==> src/rtl/core/sbbf_ram.sv <==
`timescale 1ns / 1ps

module sbbf_ram #(
  parameter int unsigned Width = 32,
  parameter int unsigned Depth = 16,
  localparam int unsigned AddrW = (Depth > 1) ? $clog2(Depth) : 1
) (
  input  logic             clk_i,
  input  logic             en_i,
  input  logic             we_i,
  input  logic [AddrW-1:0] addr_i,
  input  logic [Width-1:0] wdata_i,
  output logic [Width-1:0] rdata_o
);

  logic [Width-1:0] mem [Depth];
  logic [Width-1:0] rdata_q;

  always_ff @(posedge clk_i) begin
    if (en_i) begin
      if (we_i) begin
        mem[addr_i] <= wdata_i;
      end else begin
        rdata_q <= mem[addr_i];
      end
    end
  end

  assign rdata_o = rdata_q;

endmodule

==> config.mk <==
export PLATFORM = sky130hd
export DESIGN_NAME = sbbf_ram
export DESIGN_NICKNAME = d
export VERILOG_FILES = /design/src/rtl/core/sbbf_ram.sv
export SDC_FILE = /design/constraint.sdc
export NUM_CORES = 1
export LEC_CHECK = 0
export ABC_CLOCK_PERIOD_IN_PS = 6600
export BUFFER_PORTS_ARGS = -buffer_cell sky130_fd_sc_hd__buf_4
export CAP_MARGIN = 0
export CORE_MARGIN = 3
export CORE_UTILIZATION = 66
export DETAILED_ROUTE_END_ITERATION = 16
export PLACE_DENSITY = 0.84
export SLEW_MARGIN = 25
export SYNTH_ARGS = -nofsm -noshare
export SYNTH_HDL_FRONTEND = slang
export SYNTH_SLANG_ARGS = --single-unit
==> constraint.sdc <==
create_clock -name clk_i -period 6.6 [get_ports clk_i]
set_clock_uncertainty 0.2 [all_clocks]
set_input_delay 0.33 -clock clk_i [delete_from_list [all_inputs] [get_ports clk_i]]
set_output_delay 0.33 -clock clk_i [all_outputs]
set_load 0.005 [all_outputs]
==> results.sh <==
export IMPL_status="completed"
export IMPL_critPathCaptureType="register"
export IMPL_fin_crit_sh_pct=44.10
export IMPL_cp_max_fo=58
export IMPL_critical_path_required_ps=6700
export IMPL_ir_drop_uv=228.0
export IMPL_cts_htree_levels=2
export IMPL_final_cell_count_no_fill=1402
export IMPL_cts_tree="built"
export IMPL_clock_sinks=544
export IMPL_clkTransAtPathRegs_ps=60
export IMPL_hold_path_class="input pin to register"
export IMPL_gp_congestion=0.7253
export IMPL_holdPathStages=4
export IMPL_crit_arrival_ps=3010
export IMPL_die_area_sq_um=32770
export IMPL_worstSetupPathType="input pin to register"
export IMPL_drc=0
export IMPL_clock_latency_ps=560
export IMPL_relSlewSlack_pct=37.19
export IMPL_fin_crit_ps=2910
export IMPL_final_nets=1015
export IMPL_cpPeakStageDelay_ps=820
export IMPL_r2r_slack_ps=4860
export IMPL_cts_root_buf="clkbuf_16"
export IMPL_yosysTopAreaCellShare_pct=80.80
export IMPL_slew_viol_final=0
export IMPL_ys_seq_area_share_pct=80.80
export IMPL_grt_first_pass_wirelength_mm=68.83
export IMPL_yosysWarnings=0
export IMPL_synth_area_leader_cell="edfxtp_1"
export IMPL_place_area_sq_um=21320
export IMPL_initial_core_util_pct=67.49
export IMPL_p_leak_uw=0.007431
export IMPL_holdCritStartpoint="addr_i[3]"
export IMPL_synth_distinct_cells=17
export IMPL_antennaDiodeCount=0
export IMPL_dp_cells=1281
export IMPL_ff2ff_path_depth=3
export IMPL_die_w_um=181.0
export IMPL_wl_per_cell_um=33.37
export IMPL_drt_pass1_iterations=5
export IMPL_ys_seq_elements=544
export IMPL_async_flop_share_pct=0
export IMPL_ios=71
export IMPL_drtIter0Drc=1224
export IMPL_totalNegativeSetupSlack_ps=0
export IMPL_ant_nets=0
export IMPL_grtUsageTotal_pct=29.19
export IMPL_vias=9878
export IMPL_setup_viol=0
export IMPL_yosys_top_cells_count="edfxtp_1, mux4_2, a22oi_1"
export IMPL_syn_avg_cell_area_sq_um=23.95
export IMPL_stdcell_area_sq_um=23200
export IMPL_postRouteWirelength_mm=46.78
export IMPL_synth_nets=883
export IMPL_synth_most_common_cell="edfxtp_1"
export IMPL_rr_endpoint="rdata_o[1]"
export IMPL_area_growth_pct=14.78
export IMPL_drive_gt1_share_pct=30.53
export IMPL_syn_inst=844
export IMPL_antenna_found_initial=0
export IMPL_hold_violations=0
export IMPL_cap_violations=0
export IMPL_synth_edf_count=544
export IMPL_num_rows=63
export IMPL_core_sq_um=29950
export IMPL_cp_start_kind="input pin"
export IMPL_grt_max_degree=59
export IMPL_layout_setup_ws_ps=3690
export IMPL_cts_path_max_buffers=3
export IMPL_synth_area_sq_um=20220
export IMPL_synth_main_ff_cell="edfxtp_1"
export IMPL_rsz0062_at_grt="no"
export IMPL_grt_pass1_vias=10320
export IMPL_grt_overflow_total=0
export IMPL_p_total_uw=6982
export IMPL_hold_end="rdata_o[25]"
export IMPL_slowest_stage="buf_4"
export IMPL_viasPerCell=7.046
export IMPL_crit_chain="buf_4 > buf_4 > buf_4 > mux4_2 > a22oi_1 > nand2_1"
export IMPL_cts_inserted_buffers=51
export IMPL_dp_slack_ps=3183
export IMPL_fmax_mhz=343.6
export IMPL_r2r_start="mem[3][1]"
export IMPL_synth_area_leaders="edfxtp_1, mux4_2, a22oi_1"
export IMPL_dp_hpwl_mm=21.53
export IMPL_chipHeight_um=181.0
export IMPL_tightest_slew_ps=940.0
export IMPL_io_buffers=70
export IMPL_path_common_cell="buf_4"
export IMPL_power_density_nw_per_um2=300.9
## cell families (layout without fill, tap and decap cells)
logic type	Yosys count	after routing	synth area share, %
AO/OA/AOI/OAI	64	64	2.377
buffers and inverters	47	215	1.256
flip-flops	544	544	80.80
multiplexers	128	128	14.26
AND/OR/NAND/NOR	61	61	1.306
## flip-flops by register name (all words and copies together) (netlist names)
| signal | count |
|---|---|
| rdata_o | 32 |
| mem | 512 |
## routing by layer
layer / vias to the layer above / global-route usage [%] / wire (um)
met5: - / 0 / 0
met4: 0 / 12.92 / 1819
met3: 132 / 5.637 / 4876
met2: 737 / 46.58 / 23700
met1: 5129 / 40.60 / 16380
li1: 3880 / - / -
## cell usage in the layout, fill, tap and decap left out
cell	count
nor3_2	4
nand2_1	34
edfxtp_1	544
and2_4	1
buf_6	1
clkbuf_1	13
nand4_1	1
nor2b_4	3
clkbuf_8	1
clkinvlp_4	1
clkbuf_16	53
mux4_2	128
buf_16	1
nor2_4	13
or3_1	1
nand4b_1	2
bufinv_16	3
nand2b_1	2
clkinv_1	10
clkinv_2	9
a22oi_1	64
buf_4	91
dlygate4sd3_1	32
## metrics by stage
stage	hold WS (ps)	util [%]
floorplan	228.9	-
global placement	419.6	71.10
detailed placement	427.0	71.19
CTS	254.5	77.45
global route	282.4	77.47
finish	280.1	77.47
## worst max-delay path by stage
| stage | startpoint | endpoint | slack [ps] | cells after the start |
|---|---|---|---|---|
| after floorplan | addr_i[0] | mem[0][0] | 2530 | 5 |
| after CTS | addr_i[1] | rdata_o[21] | 3710 | 6 |
| after global routing | addr_i[1] | rdata_o[21] | 3610 | 6 |
| after detailed placement | addr_i[1] | rdata_o[21] | 3180 | 6 |
| final | addr_i[1] | rdata_o[21] | 3690 | 6 |
| after global placement | addr_i[1] | rdata_o[29] | 3280 | 6 |
## timing repair
item | in CTS | in global routing
hold endpoints to repair | 512 | 0
hold buffers | 32 | 0
setup endpoints to repair | 0 | 0
buffers inserted | 0 | 0
gates resized for setup | 0 | 0
## report_power, final
group	internal, uW	total (uW)	switching (uW)
registers	3850	3870	16.5
clock network	1580	2780	1210
logic	141	327	186
## critical path: cells and delay by family
| family | cells | cell delay [ps] |
|---|---|---|
| AND/OR/NAND/NOR | 1 | 100 |
| multiplexers | 1 | 420 |
| AO/OA/AOI/OAI | 1 | 280 |
| buffers and inverters | 3 | 1820 |
## cell type report
type	instances	area [sq um]
clock buffers	66	1375
repair buffers	126	1056
multi-input cells	253	3770
fillers	1464	6749
well taps	390	488.0
clock inverters	23	180.2
flip-flops and latches	544	16340
(Power assumes the default switching activity.)
