[config.mk]
export PLATFORM = sky130hd
export DESIGN_NAME = sbbf_hash
export DESIGN_NICKNAME = d
export VERILOG_FILES = /design/src/rtl/core/sbbf_pkg.sv /design/src/rtl/core/sbbf_hash.sv
export SDC_FILE = /design/constraint.sdc
export NUM_CORES = 2
export LEC_CHECK = 0
export ABC_CLOCK_PERIOD_IN_PS = 20200
export BUFFER_PORTS_ARGS = -buffer_cell sky130_fd_sc_hd__buf_2
export CAP_MARGIN = 20
export CELL_PAD_IN_SITES_DETAIL_PLACEMENT = 0
export CELL_PAD_IN_SITES_GLOBAL_PLACEMENT = 1
export CORE_UTILIZATION = 50
export CTS_CLUSTER_DIAMETER = 60
export DETAILED_ROUTE_END_ITERATION = 7
export GPL_TIMING_DRIVEN = 0
export PLACE_DENSITY_LB_ADDON = 0.1
export SLEW_MARGIN = 10
export SYNTH_ARGS = -nofsm -noshare
export SYNTH_HDL_FRONTEND = slang
export SYNTH_SLANG_ARGS = --single-unit
[constraint.sdc]
create_clock -name clk_i -period 20.2 [get_ports clk_i]
set_input_delay 2.02 -clock clk_i [delete_from_list [all_inputs] [get_ports clk_i]]
set_output_delay 2.02 -clock clk_i [all_outputs]
set_load 0.02 [all_outputs]
[src/rtl/core/sbbf_pkg.sv]
`timescale 1ns / 1ps

package sbbf_pkg;

  localparam int unsigned WORDS        = 8;
  localparam int unsigned WORD_W       = 32;
  localparam int unsigned BLOCK_W      = WORDS * WORD_W;
  localparam int unsigned HASH_W       = 64;
  localparam int unsigned HALF_W       = 32;
  localparam int unsigned BIT_SHIFT    = 27;
  localparam int unsigned NUM_BLOCKS_W = 11;

  localparam int unsigned DEFAULT_MAX_BLOCKS = 1024;
  localparam logic [NUM_BLOCKS_W-1:0] NUM_BLOCKS_RESET = 11'd1024;

  localparam logic [WORD_W-1:0] SALTS [WORDS] = '{
    32'h47b6137b, 32'h44974d91, 32'h8824ad5b, 32'ha2b7289d,
    32'h705495c7, 32'h2df1424b, 32'h9efc4947, 32'h5c6bfb31
  };

  // One bit per 32-bit word, chosen by the top bits of the salted product
  function automatic logic [BLOCK_W-1:0] make_mask(input logic [HALF_W-1:0] low);
    logic [BLOCK_W-1:0] mask;
    logic [WORD_W-1:0]  prod;
    logic [4:0]         sel;
    mask = '0;
    for (int i = 0; i < WORDS; i++) begin
      prod = low * SALTS[i];
      sel  = prod[WORD_W-1:BIT_SHIFT];
      mask[i*WORD_W +: WORD_W] = WORD_W'(1) << sel;
    end
    return mask;
  endfunction

endpackage

[src/rtl/core/sbbf_hash.sv]
`timescale 1ns / 1ps

module sbbf_hash #(
  parameter int unsigned MaxBlocks = sbbf_pkg::DEFAULT_MAX_BLOCKS,
  localparam int unsigned AddrW = (MaxBlocks > 1) ? $clog2(MaxBlocks) : 1
) (
  input  logic                              clk_i,
  input  logic                              load_i,
  input  logic [sbbf_pkg::NUM_BLOCKS_W-1:0] num_blocks_i,
  input  logic [sbbf_pkg::HASH_W-1:0]       key_hash_i,
  output logic [AddrW-1:0]                  blk_idx_o,
  output logic [sbbf_pkg::BLOCK_W-1:0]      mask_o
);
  import sbbf_pkg::*;

  localparam int unsigned ProdW = HALF_W + NUM_BLOCKS_W;

  logic [31:0]             max32;
  logic [NUM_BLOCKS_W-1:0] n_eff;
  logic [ProdW-1:0]        prod;
  logic [31:0]             idx32;
  logic [AddrW-1:0]        idx_d, idx_q;
  logic [BLOCK_W-1:0]      mask_d, mask_q;

  // Multiply-shift range reduction; count saturates at the store depth
  always_comb begin
    max32 = 32'(MaxBlocks);
    n_eff = (32'(num_blocks_i) > max32) ? NUM_BLOCKS_W'(MaxBlocks) : num_blocks_i;
    prod  = ProdW'(key_hash_i[HASH_W-1:HALF_W]) * ProdW'(n_eff);
    idx32 = 32'(prod[ProdW-1:HALF_W]);
    if (idx32 >= max32) begin
      idx32 = max32 - 32'd1;
    end
    idx_d  = idx32[AddrW-1:0];
    mask_d = make_mask(key_hash_i[HALF_W-1:0]);
  end

  always_ff @(posedge clk_i) begin
    if (load_i) begin
      idx_q  <= idx_d;
      mask_q <= mask_d;
    end
  end

  assign blk_idx_o = idx_q;
  assign mask_o    = mask_q;

endmodule

==> results_dict.tcl <==
set metrics [dict create \
    yosys.area.top_type "fa_1" \
    async_flop_share 0 \
    nNetsFinal 10240 \
    ys_ff_latch 266 \
    core.rowCount 139 \
    drt-total-wl_um 267100 \
    synth-seq-area-share 0.1093 \
    post-dp-hpwl_um 227200 \
    post_synth_num_cell_types 92 \
    tightest_slew_ns 1.312 \
    grt_pass1_wl_um 383100 \
    grt_max_degree 118 \
    synthMostInstantiatedCell "inv_1" \
    slew_violations 0 \
    post-route-drc-count 0 \
    vias 50460 \
    ios 343 \
    clock_sinks 266 \
    path_clk_slew_ns 0.06 \
    fmax_mhz 92.30 \
    register_area_um2 7988 \
    htree_levels 2 \
    placed_cell_area_um2 77950 \
    start_kind "input pin" \
    avgViaCountPerCell 5.413 \
    fillers 13260 \
    timing.final.crit_share 0.5363 \
    place_congestion 1.031 \
    wire_per_inst_um 28.65 \
    cts-root-buf "clkbuf_16" \
    max_slew_margin 0.1251 \
    grt.overflow.total 0 \
    critPathSlowestCell "fa_1" \
    initial_core_util 0.5061 \
    min_period_ns 10.83 \
    crit_path_max_fanout 26 \
    multi_input_area_um2 56330 \
    die_w_um 384.2 \
    antenna_found_initial 17 \
    path_buf_inv 8 \
    netlist_top_cells_area "fa_1, ha_1, inv_1, edfxtp_1, xnor2_1" \
    drt-initial-drc-count 3839 \
    die_y_um 384.2 \
    rsz0062_at_grt "false" \
    ant_nets 0 \
    final_area_um2 79060 \
    hold_buffers 0 \
    hp-class "in -> reg" \
    required_ns 20.53 \
    netlist_top_cells_count "inv_1, fa_1, ha_1" \
    grt_pass1_vias 53600 \
    cts_setup_buffers 0 \
    outcome "complete, no violations" \
    ctsResizeCount 0 \
    fin_cells 9322 \
    cp_slowest_stage_delay_ns 0.83 \
    syn_nets 9830 \
    die_area_um2 147600 \
    area_growth_pct 8.230 \
    portBuffers 341 \
    synth_warnings 0 \
    crit_family "adder cells" \
    first_pass_iters 5 \
    netlist_area_um2 73050 \
    cap_violations 0 \
    end_kind "flip-flop" \
    cp.arrival_ns 11.17 \
    setup_violations 0 \
    avgSynthCellArea_um2 10.46 \
    netlist.area_leader.share 0.4300 \
    grt_usage 0.3733 \
    drive_gt1_frac 0.06674 \
    cp_common_cell "fa_1" \
    synth_edf_count 266 \
    critPathKind "in -> reg" \
    holdWs_ns 1.824 \
    cts_tree "yes" \
    fin_setup_tns_ns 0 \
    synth_cells 6984 \
    numCtsBuffers 34 \
    dpl.cell_count 9260 \
    core_area_um2 144400 \
    hold_viol 0 \
    cts_max_path_buffers 3 \
    synth_ff_type "edfxtp_1" \
]
## flip-flops by register name (all words and copies together), names as in the netlist
name	count
mask_o	256
blk_idx_o	10
## worst paths after layout
path | start | to | slack, ns | cells past startpoint
max | key_hash_i[16] | mask_o[83] | 9.37 | 25
min | load_i | mask_o[67] | 1.82 | 1
## cell usage in the layout, fill, tap and decap left out, types with 16 or more instances in the layout
cell,count
inv_1,2230
fa_1,1569
ha_1,1195
buf_2,331
edfxtp_1,266
nand2_1,254
nor2_1,245
xnor2_1,203
and2_1,197
nor3_1,98
clkbuf_1,92
a21oi_1,84
xor2_1,59
nand3_1,51
o21ai_0,46
a21o_1,43
clkbuf_16,34
nor2b_1,32
nand4_1,22
o21a_1,21
nand2b_1,19
buf_4,19
a211oi_1,16
## metal layers
layer  track usage  routed length [um]
met1        0.4941              107600
met3        0.1076               27150
met4        0.1560               13520
met5             0                 156
met2        0.5734              118700
## metrics by stage
step / util / setup slack [ns]
after floorplan: - / 11.79
after CTS: 0.5475 / 9.452
after detailed placement: 0.5400 / 8.809
after global routing: 0.5477 / 9.182
final: 0.5477 / 9.366
after global placement: 0.5344 / 7.620
## logic make-up (layout without fill, tap and decap cells)
kind of cell,count (synthesis),count (layout),share of synthesized area
mux,7,7,0.001028
compound gates,340,340,0.03294
simple gates,1001,1001,0.06731
fa+ha+maj,2769,2769,0.6355
flops,266,266,0.1093
xor+xnor,273,273,0.03383
buf+inv,2328,2761,0.1200
other cells,0,2,0
## area by class of cell
type / count / area share
antenna: 2 / 0.00006330
clock buffer: 43 / 0.01119
multi-input combinational: 4390 / 0.7124
timing repair buffer: 374 / 0.03175
tap: 1903 / 0.03012
clock inverter: 16 / 0.002516
buffer: 98 / 0.005017
sequential: 266 / 0.1010
inverter: 2230 / 0.1059
Power is not shown: default switching activity piles up to over one toggle a cycle in this logic, so the estimate is an artifact.
